$ cat src/sv/hex_text_image_parser_macros.svh
// assertion macros of the hex text image parser rtl
// no dependencies; included by files that carry concurrent assertions
`ifndef HEX_TEXT_IMAGE_PARSER_MACROS_SVH
`define HEX_TEXT_IMAGE_PARSER_MACROS_SVH

// antecedent implies consequent in the same cycle
`define HTIP_ASSERT_NOW(label, clk, rst_n, ante, cons, msg) \
  label: assert property (@(posedge clk) disable iff (!rst_n) (ante) |-> (cons)) \
    else $error(msg);

// antecedent implies consequent in the next cycle
`define HTIP_ASSERT_NEXT(label, clk, rst_n, ante, cons, msg) \
  label: assert property (@(posedge clk) disable iff (!rst_n) (ante) |=> (cons)) \
    else $error(msg);

`endif

$ cat src/sv/htip_pkg.sv
// types, constants and character helpers of the hex text image parser
// no dependencies; used by the channel interfaces and the top level
package htip_pkg;

  localparam int CHAR_W      = 8;
  localparam int CAP_W       = 16;
  localparam int OUT_COUNT_W = 16;
  localparam int COUNT_BITS  = 16;
  localparam int CMP_W       = (COUNT_BITS > CAP_W) ? COUNT_BITS : CAP_W;
  localparam int PREFIX_LEN  = 7;
  localparam int POS_W       = 3;

  localparam logic [CAP_W-1:0]        CAP_RESET  = 16'h4000;
  localparam logic [COUNT_BITS-1:0]   COUNT_MAX  = '1;
  localparam logic [PREFIX_LEN*8-1:0] MAGIC      = "MARSHEX";
  localparam logic [CHAR_W-1:0]       CHAR_NUL   = 8'h00;
  localparam logic [CHAR_W-1:0]       CHAR_MAGIC0 = "M";

  typedef enum logic [1:0] {
    PH_LEAD   = 2'd0,
    PH_PREFIX = 2'd1,
    PH_BODY   = 2'd2
  } phase_t;

  typedef enum logic [1:0] {
    KIND_DATA = 2'd0,
    KIND_OK   = 2'd1,
    KIND_FAIL = 2'd2
  } kind_t;

  // space, tab, line feed, carriage return
  function automatic logic is_space(input logic [CHAR_W-1:0] c);
    return (c == 8'h20) || (c == 8'h09) || (c == 8'h0A) || (c == 8'h0D);
  endfunction

  // bit 4 set means not a hex digit
  function automatic logic [4:0] hex_value(input logic [CHAR_W-1:0] c);
    logic [4:0] v;
    if (c >= "0" && c <= "9") begin
      v = 5'(c - "0");
    end else if (c >= "a" && c <= "f") begin
      v = 5'(c - "a" + 8'd10);
    end else if (c >= "A" && c <= "F") begin
      v = 5'(c - "A" + 8'd10);
    end else begin
      v = 5'h10;
    end
    return v;
  endfunction

  // letter of the magic prefix at a position, first letter at zero
  function automatic logic [CHAR_W-1:0] magic_char(input logic [POS_W-1:0] pos);
    logic [CHAR_W-1:0] ch;
    ch = CHAR_NUL;
    for (int i = 0; i < PREFIX_LEN; i++) begin
      if (int'(pos) == i) begin
        ch = MAGIC[(PREFIX_LEN-1-i)*8 +: 8];
      end
    end
    return ch;
  endfunction

endpackage

$ cat src/sv/htip_ifs.sv
// valid/ready channel interfaces of the hex text image parser
// depends on htip_pkg for payload widths
interface htip_in_if;
  logic                        valid;
  logic                        ready;
  logic [htip_pkg::CHAR_W-1:0] text_char;

  modport source (output valid, output text_char, input ready);
  modport sink   (input valid, input text_char, output ready);
endinterface

interface htip_out_if;
  logic                             valid;
  logic                             ready;
  logic [1:0]                       kind;
  logic [htip_pkg::CHAR_W-1:0]      data_byte;
  logic [htip_pkg::OUT_COUNT_W-1:0] byte_count;

  modport source (output valid, output kind, output data_byte, output byte_count,
                  input ready);
  modport sink   (input valid, input kind, input data_byte, input byte_count,
                  output ready);
endinterface

interface htip_cfg_if;
  logic                       valid;
  logic                       ready;
  logic [htip_pkg::CAP_W-1:0] byte_capacity;

  modport source (output valid, output byte_capacity, input ready);
  modport sink   (input valid, input byte_capacity, output ready);
endinterface

$ cat src/sv/hex_text_image_parser.sv
// top level of the hex text image parser: input register, parse logic, result register
// depends on htip_pkg, the channel interfaces in htip_ifs.sv and the assertion macros
`include "hex_text_image_parser_macros.svh"

// Takes a text one character per transaction on in_chan; a zero character ends
// the text. Leading whitespace is skipped, an optional "MARSHEX" prefix may stand
// at the first non-space position, then pairs of hex digits (either case) follow,
// with whitespace only between pairs. Each pair gives a data-byte transaction on
// out_chan carrying the running byte count; the terminator gives one verdict
// transaction (ok with the final count, or fail with the count reached before
// the failure) and the parser rearms for the next text. After a failure nothing
// is sent until the terminator. Rate: one character per clock, sustained, with
// both sides streaming; a character waits in the input register until it is
// consumed, and its result (if any) shows on out_chan from the next cycle, held
// in the result register until taken. The parse state update for one character
// is the only loop, closed through the parse state registers. byte_capacity
// (cfg_chan, reset 0x4000) may be written only while the parser is idle.
module hex_text_image_parser (
  input  logic              clk,
  input  logic              rst_n,
  htip_in_if.sink           in_chan,
  htip_out_if.source        out_chan,
  htip_cfg_if.sink          cfg_chan
);

  // configuration register
  logic [htip_pkg::CAP_W-1:0] cap_r;

  // input register
  logic                        in_valid_r;
  logic [htip_pkg::CHAR_W-1:0] in_char_r;

  // parse state
  htip_pkg::phase_t                phase_r, phase_nxt;
  logic [htip_pkg::POS_W-1:0]      pos_r, pos_nxt;
  logic [3:0]                      high_r, high_nxt;
  logic                            have_high_r, have_high_nxt;
  logic [htip_pkg::COUNT_BITS-1:0] count_r, count_nxt;
  logic                            failed_r, failed_nxt;

  // result register
  logic                             out_valid_r;
  htip_pkg::kind_t                  out_kind_r, res_kind;
  logic [htip_pkg::CHAR_W-1:0]      out_byte_r, res_byte;
  logic [htip_pkg::OUT_COUNT_W-1:0] out_count_r, res_count;
  logic                             res_valid;

  // character decode
  logic                            proc_fire;
  logic                            is_term;
  logic                            is_sp;
  logic [4:0]                      hv;
  logic                            is_hex;
  logic                            do_body;
  logic                            cap_full;
  logic                            body_emit;
  logic [htip_pkg::COUNT_BITS-1:0] count_inc;
  logic                            verdict_ok;

  // the character in the input register is consumed when the result register
  // is free or is being emptied in this cycle
  assign proc_fire = in_valid_r && (!out_valid_r || out_chan.ready);
  assign in_chan.ready = !in_valid_r || proc_fire;
  assign cfg_chan.ready = 1'b1;

  assign is_term = (in_char_r == htip_pkg::CHAR_NUL);
  assign is_sp   = htip_pkg::is_space(in_char_r);
  assign hv      = htip_pkg::hex_value(in_char_r);
  assign is_hex  = !hv[4];

  // character goes to the hex body logic: body phase, or first non-space
  // character in the leading phase that does not open the prefix
  always_comb begin
    do_body = 1'b0;
    if (!is_term && !failed_r) begin
      unique case (phase_r)
        htip_pkg::PH_LEAD:   do_body = !is_sp && (in_char_r != htip_pkg::CHAR_MAGIC0);
        htip_pkg::PH_PREFIX: do_body = 1'b0;
        default:             do_body = 1'b1;
      endcase
    end
  end

  // refuse a byte beyond the capacity or beyond the counter range
  assign cap_full  = (htip_pkg::CMP_W'(count_r) >= htip_pkg::CMP_W'(cap_r))
                  || (count_r == htip_pkg::COUNT_MAX);
  assign count_inc = count_r + 1'b1;
  assign body_emit = do_body && have_high_r && is_hex && !cap_full;

  // verdict: no failure, body reached, no lone digit, at least one byte
  assign verdict_ok = !failed_r && (phase_r != htip_pkg::PH_LEAD)
                   && (phase_r != htip_pkg::PH_PREFIX) && !have_high_r
                   && (count_r != '0);

  // next parse state
  always_comb begin
    phase_nxt     = phase_r;
    pos_nxt       = pos_r;
    high_nxt      = high_r;
    have_high_nxt = have_high_r;
    count_nxt     = count_r;
    failed_nxt    = failed_r;
    if (is_term) begin
      // rearm after any verdict
      phase_nxt     = htip_pkg::PH_LEAD;
      pos_nxt       = '0;
      high_nxt      = '0;
      have_high_nxt = 1'b0;
      count_nxt     = '0;
      failed_nxt    = 1'b0;
    end else if (!failed_r) begin
      unique case (phase_r)
        htip_pkg::PH_LEAD: begin
          if (!is_sp) begin
            if (in_char_r == htip_pkg::CHAR_MAGIC0) begin
              phase_nxt = htip_pkg::PH_PREFIX;
              pos_nxt   = htip_pkg::POS_W'(1);
            end else begin
              phase_nxt = htip_pkg::PH_BODY;
            end
          end
        end
        htip_pkg::PH_PREFIX: begin
          if ((int'(pos_r) >= htip_pkg::PREFIX_LEN)
              || (in_char_r != htip_pkg::magic_char(pos_r))) begin
            failed_nxt = 1'b1;
          end else begin
            pos_nxt = pos_r + 1'b1;
            if (int'(pos_r) + 1 >= htip_pkg::PREFIX_LEN) begin
              phase_nxt = htip_pkg::PH_BODY;
            end
          end
        end
        default: ;
      endcase
      if (do_body) begin
        if (!have_high_r) begin
          // first digit of a pair; whitespace is fine between pairs
          if (!is_sp) begin
            if (!is_hex) begin
              failed_nxt = 1'b1;
            end else begin
              high_nxt      = hv[3:0];
              have_high_nxt = 1'b1;
            end
          end
        end else if (!is_hex || cap_full) begin
          // bad second digit, whitespace inside a pair, or no room left
          failed_nxt = 1'b1;
        end else begin
          count_nxt     = count_inc;
          have_high_nxt = 1'b0;
          high_nxt      = '0;
        end
      end
    end
  end

  // result of the current character
  always_comb begin
    res_valid = 1'b0;
    res_kind  = htip_pkg::KIND_DATA;
    res_byte  = '0;
    res_count = htip_pkg::OUT_COUNT_W'(count_r);
    if (is_term) begin
      res_valid = 1'b1;
      res_kind  = verdict_ok ? htip_pkg::KIND_OK : htip_pkg::KIND_FAIL;
    end else if (body_emit) begin
      res_valid = 1'b1;
      res_byte  = {high_r, hv[3:0]};
      res_count = htip_pkg::OUT_COUNT_W'(count_inc);
    end
  end

  always_ff @(posedge clk) begin
    if (!rst_n) begin
      cap_r       <= htip_pkg::CAP_RESET;
      in_valid_r  <= 1'b0;
      phase_r     <= htip_pkg::PH_LEAD;
      pos_r       <= '0;
      high_r      <= '0;
      have_high_r <= 1'b0;
      count_r     <= '0;
      failed_r    <= 1'b0;
      out_valid_r <= 1'b0;
    end else begin
      if (cfg_chan.valid) begin
        cap_r <= cfg_chan.byte_capacity;
      end
      if (in_chan.ready) begin
        in_valid_r <= in_chan.valid;
      end
      if (proc_fire) begin
        phase_r     <= phase_nxt;
        pos_r       <= pos_nxt;
        high_r      <= high_nxt;
        have_high_r <= have_high_nxt;
        count_r     <= count_nxt;
        failed_r    <= failed_nxt;
      end
      if (proc_fire && res_valid) begin
        out_valid_r <= 1'b1;
      end else if (out_chan.ready) begin
        out_valid_r <= 1'b0;
      end
    end
  end

  // payload registers, no reset
  always_ff @(posedge clk) begin
    if (in_chan.valid && in_chan.ready) begin
      in_char_r <= in_chan.text_char;
    end
    if (proc_fire && res_valid) begin
      out_kind_r  <= res_kind;
      out_byte_r  <= res_byte;
      out_count_r <= res_count;
    end
  end

  assign out_chan.valid      = out_valid_r;
  assign out_chan.kind       = out_kind_r;
  assign out_chan.data_byte  = out_byte_r;
  assign out_chan.byte_count = out_count_r;

  // a data byte never lies beyond the capacity and never has a zero count
  `HTIP_ASSERT_NOW(a_data_in_capacity, clk, rst_n,
    out_valid_r && (out_kind_r == htip_pkg::KIND_DATA),
    (out_count_r != '0) && (out_count_r <= cap_r), "data byte beyond capacity")
  // a terminator leaves the parse state rearmed
  `HTIP_ASSERT_NEXT(a_rearm, clk, rst_n, proc_fire && is_term,
    (phase_r == htip_pkg::PH_LEAD) && (count_r == '0) && !failed_r && !have_high_r,
    "parser not rearmed after verdict")
  // once failed, a non-terminator leaves nothing in the result register
  `HTIP_ASSERT_NEXT(a_silent_after_fail, clk, rst_n, proc_fire && failed_r && !is_term,
    !out_valid_r, "result sent after failure")
  // a pending first digit exists only in the hex body
  `HTIP_ASSERT_NOW(a_digit_in_body, clk, rst_n, have_high_r,
    (phase_r != htip_pkg::PH_LEAD) && (phase_r != htip_pkg::PH_PREFIX),
    "pending digit outside hex body")

endmodule

$ cat src/flat_wrapper.sv
// flat-port wrapper written by rule: the top's interface ports become plain ports
module hex_text_image_parser_flat 
  (clk, rst_n, in_chan_valid, in_chan_text_char, in_chan_ready, out_chan_valid, out_chan_kind, out_chan_data_byte, out_chan_byte_count, out_chan_ready, cfg_chan_valid, cfg_chan_byte_capacity, cfg_chan_ready);
  htip_in_if in_chan_i ();
  htip_out_if out_chan_i ();
  htip_cfg_if cfg_chan_i ();
  input  logic clk;
  input  logic rst_n;
  input wire logic [$bits(in_chan_i.valid)-1:0] in_chan_valid;
  input wire logic [$bits(in_chan_i.text_char)-1:0] in_chan_text_char;
  output wire logic [$bits(in_chan_i.ready)-1:0] in_chan_ready;
  output wire logic [$bits(out_chan_i.valid)-1:0] out_chan_valid;
  output wire logic [$bits(out_chan_i.kind)-1:0] out_chan_kind;
  output wire logic [$bits(out_chan_i.data_byte)-1:0] out_chan_data_byte;
  output wire logic [$bits(out_chan_i.byte_count)-1:0] out_chan_byte_count;
  input wire logic [$bits(out_chan_i.ready)-1:0] out_chan_ready;
  input wire logic [$bits(cfg_chan_i.valid)-1:0] cfg_chan_valid;
  input wire logic [$bits(cfg_chan_i.byte_capacity)-1:0] cfg_chan_byte_capacity;
  output wire logic [$bits(cfg_chan_i.ready)-1:0] cfg_chan_ready;
  assign in_chan_i.valid = in_chan_valid;
  assign in_chan_i.text_char = in_chan_text_char;
  assign in_chan_ready = in_chan_i.ready;
  assign out_chan_valid = out_chan_i.valid;
  assign out_chan_kind = out_chan_i.kind;
  assign out_chan_data_byte = out_chan_i.data_byte;
  assign out_chan_byte_count = out_chan_i.byte_count;
  assign out_chan_i.ready = out_chan_ready;
  assign cfg_chan_i.valid = cfg_chan_valid;
  assign cfg_chan_i.byte_capacity = cfg_chan_byte_capacity;
  assign cfg_chan_ready = cfg_chan_i.ready;
  hex_text_image_parser u_core (.clk(clk), .rst_n(rst_n), .in_chan(in_chan_i), .out_chan(out_chan_i), .cfg_chan(cfg_chan_i));
endmodule
$ cat config.mk
export PLATFORM = sky130hd
export DESIGN_NAME = hex_text_image_parser_flat
export DESIGN_NICKNAME = d
export VERILOG_FILES = /design/src/sv/htip_pkg.sv /design/src/sv/htip_ifs.sv /design/src/sv/hex_text_image_parser.sv /design/src/flat_wrapper.sv
export VERILOG_INCLUDE_DIRS = /design/src /design/src/sv
export SDC_FILE = /design/constraint.sdc
export NUM_CORES = 1
export LEC_CHECK = 0
export BUFFER_PORTS_ARGS = -buffer_cell sky130_fd_sc_hd__buf_2
export CORE_ASPECT_RATIO = 0.8
export CORE_MARGIN = 2
export CORE_UTILIZATION = 55
export CTS_CLUSTER_SIZE = 30
export DETAILED_ROUTE_END_ITERATION = 10
export PLACE_DENSITY = 0.76
export SKIP_LAST_GASP = 1
export SLEW_MARGIN = 15
export SYNTH_ARGS = -nofsm -noshare
export SYNTH_HDL_FRONTEND = slang
export SYNTH_SLANG_ARGS = --single-unit
$ cat constraint.sdc
create_clock -name clk -period 4.18 [get_ports clk]
set_input_delay 0.627 -clock clk [delete_from_list [all_inputs] [get_ports clk]]
set_output_delay 0.627 -clock clk [all_outputs]
set_load 0.03 [all_outputs]
==> results.yml, run 1 <==
synthesis:
  synthSimpleGateAreaFrac: 0.227
  synth_top_area_cell: "edfxtp_1"
  synthAdderAreaFrac: 0.0774
  synthMuxAreaShare: 0.0409
  post_synth.cell_area_avg_sq_um: 9.50
  syn-num-nets: 551
  synth_top_cell_area_share: 0.218
  ys_ff_latch: 79
  yosys.cell_types.count: 72
  synthCells: 493
  yosysWarnings: 0
  synth_area_leaders: "edfxtp_1, dfxtp_1, ha_1"
  synthFlopType: "dfxtp_1"
  ys_seq_area_frac: 0.410
  synthArstFlopShare: 0
  synth-xor-area-share: 0.0299
  netlist_area_sq_um: 4690
  synth-edff-count: 34
  synth_top_family_by_area: "simple AND/OR/NAND/NOR gates"
  synth-compound-area-share: 0.154
placement:
  dp_hpwl_um: 7550
  gp_congestion: 0.917
  place_inst: 632
  io_buffers: 56
detailed_routing:
  drc: 0
  viasPerCell: 5.85
  num_vias: 3790
  ant_nets: 0
  wl_per_cell_um: 15.7
  postRouteWirelength_um: 10100
  drtIter0Drc: 236
  dr.pass1.iters: 5
critical_path:
  crit_top_cell: "buf_4"
  r2r_slack_ps: 1100
  required_ps: 4220
  crit_path_end_kind: "flop"
  crit_type: "flop to flop"
  arrival_ps: 3120
  startpoint_type: "flop"
  path_cells: "ha_1 > a21oi_1 > o21ai_0 > a2111oi_4 > o21a_1 > nand3_1 > buf_4 > a21oi_2 > buf_4"
  crit_fanout: 27
  reg2reg_from: "u_core.count_r[9]"
  slowest_delay_ps: 610
  ff2ff_path_depth: 9
  crit_slowest_cell: "dfxtp_1"
  r2r-end: "u_core.out_chan.data_byte[2]"
clocking:
  path_clk_slew_ps: 90
  post_cts_buffers: 0
  cts_buffer_depth: 2
  cts.repair.resized: 0
  tritoncts: "yes"
  cts_buffers: 9
  htreeDepth: 3
  hold_buffers: 0
  insertion_delay_ps: 370
  cts-root-buf: "clkbuf_8"
  cts.sinks: 79
timing:
  finalHoldViolCount: 0
  rsz0062_at_grt: "false"
  fin_crit_sh: 0.737
  setup_violations: 0
  slew_viol_final: 0
  clock_skew_ps: 9.28
  period_needed_ps: 3080
  worst_pin_slew_ps: 836
  fin_tns_setup_ps: 0
  timing.fmax_ghz: 0.325
  relSlewSlack: 0.443
outcome:
  status: "complete, no violations"
floorplan:
  die_area_sq_um: 9280
  die_w_um: 107
  ioPinCount: 58
  chipHeight_um: 86.6
  start_util: 0.560
  rows: 30
  core_sq_um: 8370
global_routing:
  grt.overflow.total: 0
  grt_pass1_wl_um: 17300
  grt_max_degree: 28
  grtUsageTotal: 0.235
  antenna_found_initial: 0
  grt_pass1_vias: 3488
power:
  max-vdd-ir-drop_uv: 166
  powerDensity_nw_per_um2: 304
  total_leakage_power_nw: 2.12
layout:
  area_delta_synth_final_pct: 9.96
  final_cells: 648
  n_antenna_cell: 0
  fillers: 722
  layout.nets: 589
  layout-drive-gt1-share: 0.170
job:
  cap_violations: 0
min_path:
  holdCritStartpoint: "in_chan_text_char[7]"
  hp-class: "input pin to flop"
  whs_endpoint: "u_core.in_char_r[7]"
  holdPathStages: 1
[cell families (layout without fill, tap and decap cells)]
family / Yosys count / count (layout)
adder cells (fa/ha/maj): 29 / 29
XOR/XNOR: 16 / 16
AO/OA/AOI/OAI: 99 / 99
multiplexers: 19 / 19
flip-flops: 79 / 79
other: 1 / 1
AND/OR/NAND/NOR: 191 / 191
buffers and inverters: 59 / 102
[power breakdown]
| group | switching [mW] | leakage, nW | internal (mW) |
|---|---|---|---|
| combinational | 0.0749 | 1.30 | 0.0587 |
| clock | 0.308 | 0.0969 | 0.283 |
| sequential | 0.0250 | 0.718 | 0.818 |
[final cells by class]
cell class,count,area (sq um),area share
Clock buffer,9,124,0.0240
Clock inverter,7,80.1,0.0155
Inverter,28,105,0.0204
Multi-Input combinational cell,355,2490,0.483
Sequential cell,79,1920,0.373
Tap cell,112,140,0.0272
Timing Repair Buffer,58,295,0.0573
[cells in the final DEF, fill, tap and decap left out, types with 10 or more instances in the layout]
cell and instances:
inv_1 28, mux2i_1 18, edfxtp_1 34, nor2_1 34, or3_1 15, dfxtp_1 45, a21oi_1 14, xor2_1 13
ha_1 29, nand3_1 31, buf_2 56, nor3_1 10, nand2_1 29, o21ai_0 14, o211ai_1 16, nor2b_1 21
[cells in the mapped netlist, drive strengths merged, types with 7 or more instances]
| cell | instances |
|---|---|
| dfxtp | 45 |
| edfxtp | 34 |
| nor2 | 34 |
| nand3 | 31 |
| nand2 | 30 |
| ha | 29 |
| inv | 28 |
| nor2b | 21 |
| buf | 19 |
| mux2i | 18 |
| a21oi | 16 |
| o211ai | 16 |
| o21ai | 16 |
| or3 | 16 |
| xor2 | 13 |
| clkbuf | 12 |
| nor3 | 12 |
| nand4 | 10 |
| o21a | 7 |
[worst max path at each step]
| stage | from | depth (start not counted) | endpoint |
|---|---|---|---|
| after floorplan | u_core.in_char_r[0] | 8 | u_core.out_chan.byte_count[0] |
| after global placement | u_core.count_r[9] | 9 | u_core.out_chan.byte_count[2] |
| after detailed placement | u_core.count_r[9] | 9 | u_core.out_chan.byte_count[2] |
| after CTS | u_core.count_r[9] | 9 | u_core.out_chan.data_byte[1] |
| after global routing | u_core.count_r[9] | 9 | u_core.out_chan.data_byte[2] |
| final | u_core.count_r[9] | 9 | u_core.out_chan.data_byte[2] |
[registers in the layout, summed over array words and instances (netlist names)]
register                    flops
u_core.cap_r                   16
u_core.count_r                 16
u_core.out_chan.byte_count     16
u_core.in_char_r                8
u_core.out_chan.data_byte       8
u_core.high_r                   4
u_core.pos_r                    3
u_core.out_chan.kind            2
u_core.phase_r                  2
u_core.failed_r                 1
u_core.have_high_r              1
u_core.in_valid_r               1
u_core.out_chan.valid           1
[per-layer routing]
layer / track usage / vias to the layer above / wire, um / part of all wire
met5: 0 / - / 0 / 0
li1: - / 1870 / - / -
met3: 0.0594 / 13 / 786 / 0.077
met4: 0.0614 / 0 / 127 / 0.013
met2: 0.334 / 157 / 4140 / 0.41
met1: 0.356 / 1750 / 5090 / 0.50
[metrics by stage]
| stage | utilization | hold slack (ps) | instance area, sq um | setup WS (ps) | power (mW) |
|---|---|---|---|---|---|
| final | 0.616 | 428 | 5150 | 1100 | 1.57 |
| after global routing | 0.616 | 415 | 5150 | 882 | 1.63 |
| after CTS | 0.616 | 418 | 5150 | 1100 | 1.58 |
| after detailed placement | 0.591 | 442 | 4950 | 1160 | 0.992 |
| after global placement | 0.591 | 442 | 4950 | 1170 | 0.986 |
| after floorplan | - | 424 | 4690 | 525 | 0.959 |
[critical path, delay by kind of cell (launching register included)]
family | cells | cell delay (ps)
AO/OA/AOI/OAI | 5 | 1160
adder cells (fa/ha/maj) | 1 | 330
buffers and inverters | 2 | 530
flip-flops | 1 | 610
AND/OR/NAND/NOR | 1 | 120
No activity file was read; power rests on OpenSTA's default activity.
==> run 2: changes to the inputs <==
clock period = 3.1 ns   (was 4.18 ns; I/O delays follow)
==> results.yml, run 2 (synthesis gave the netlist of run 1 again) <==
timing:
  slew_viol_final: 0
  finalHoldViolCount: 0
  setup_violations: 0
  fin_tns_setup_ps: 0
  clock_skew_ps: 9.45
  hold_slack_ps: 271
  rsz0062_at_grt: "false"
  relSlewSlack: 0.577
  period_needed_ps: 2780
  worst_pin_slew_ps: 634
  fin_crit_sh: 0.896
  timing.fmax_ghz: 0.360
  fin_ws_ps: 323
power:
  powerDensity_nw_per_um2: 411
  max-vdd-ir-drop_uv: 211
  total_leakage_power_nw: 2.21
  p_total_mw: 2.18
clocking:
  cts_buffers: 9
  cts.repair.resized: 0
  post_cts_buffers: 0
  tritoncts: "yes"
  cts-root-buf: "clkbuf_8"
  cts.sinks: 79
  insertion_delay_ps: 360
  htreeDepth: 3
  cts_buffer_depth: 2
  path_clk_slew_ps: 80
  hold_buffers: 0
job:
  cap_violations: 0
layout:
  layout_commonest_cell: "buf_2"
  fin_util: 0.633
  multi_input_area_sq_um: 2490
  fillers: 704
  ff_latch_area_sq_um: 1920
  final_cell_mix: "buf_2, dfxtp_1, nor2_1, edfxtp_1, nand3_1"
  area_delta_synth_final_pct: 13.1
  final_cells: 664
  layout-drive-gt1-share: 0.194
  design_area_sq_um: 5300
  n_antenna_cell: 0
  layout.nets: 605
global_routing:
  grt_max_degree: 27
  grt_pass1_vias: 3488
  antenna_found_initial: 0
  grt_pass1_wl_um: 16900
  grtUsageTotal: 0.230
  grt.overflow.total: 0
critical_path:
  path_cells: "inv_1 > ha_1 > or2b_1 > a21oi_1 > nor4_4 > o22a_1 > buf_4 > nand4_4 > nor3_1 > xor2_1"
  crit_family: "simple AND/OR/NAND/NOR gates"
  crit_type: "flop to flop"
  slowest_delay_ps: 400
  ff2ff_path_depth: 10
  startpoint: "u_core.in_char_r[0]"
  crit_slowest_cell: "nor4_4"
  crit_path_end_kind: "flop"
  required_ps: 3210
  r2r_slack_ps: 320
  arrival_ps: 2880
  reg2reg_from: "u_core.in_char_r[0]"
  startpoint_type: "flop"
  worst-path-buf-inv: 2
  crit_fanout: 19
  r2r-end: "u_core.out_chan.byte_count[14]"
floorplan:
  start_util: 0.560
  chipHeight_um: 86.6
  rows: 30
  ioPinCount: 58
  die_area_sq_um: 9280
  die_w_um: 107
  core_sq_um: 8370
placement:
  placed_cell_area_sq_um: 5080
  place_inst: 648
  dp_hpwl_um: 7590
  gp_congestion: 0.934
  preCtsSetupSlack_ps: 360
  io_buffers: 56
min_path:
  holdPathStages: 1
  holdCritStartpoint: "in_chan_text_char[0]"
  hp-class: "input pin to flop"
  whs_endpoint: "u_core.in_char_r[0]"
detailed_routing:
  num_vias: 3871
  wl_per_cell_um: 15.3
  postRouteWirelength_um: 10100
  ant_nets: 0
  viasPerCell: 5.83
  drc: 0
  dr.pass1.iters: 5
  drtIter0Drc: 351
outcome:
  status: "complete, no violations"
[run 2: worst reg2reg max path: cells and delay by family, from the launching register on]
family / cells / cell delay [ps]
simple gates: 4 / 1070
fa+ha+maj: 1 / 210
xor+xnor: 1 / 110
flops: 1 / 390
buf+inv: 2 / 390
compound gates: 2 / 360
[run 2: cell type report]
type / count / area share
tap: 112 / 0.0264
inverter: 28 / 0.0198
multi-input combinational: 355 / 0.469
timing repair buffer: 74 / 0.0808
clock buffer: 10 / 0.0241
clock inverter: 6 / 0.0170
sequential: 79 / 0.363
[run 2: layer usage]
layer  up-vias  part of all wire  track usage
met5         -                 0            0
met4         0             0.012       0.0791
met3        12             0.094       0.0466
met2       172              0.41        0.325
met1      1780              0.49        0.347
li1       1907                 -            -
[run 2: power by group]
| part | switching (mW) | internal [mW] |
|---|---|---|
| combinational | 0.107 | 0.0871 |
| clock | 0.395 | 0.458 |
| sequential | 0.0288 | 1.10 |
| total | 0.530 | 1.65 |
[run 2: worst max path at each step]
stage               cells after the start                              to  slack (ps)
global placement                       10  u_core.out_chan.byte_count[14]         450
floorplan                               8   u_core.out_chan.byte_count[0]          40
global route                           10  u_core.out_chan.byte_count[14]          70
detailed placement                     10  u_core.out_chan.byte_count[14]         360
finish                                 10  u_core.out_chan.byte_count[14]         320
CTS                                    10  u_core.out_chan.byte_count[14]         340
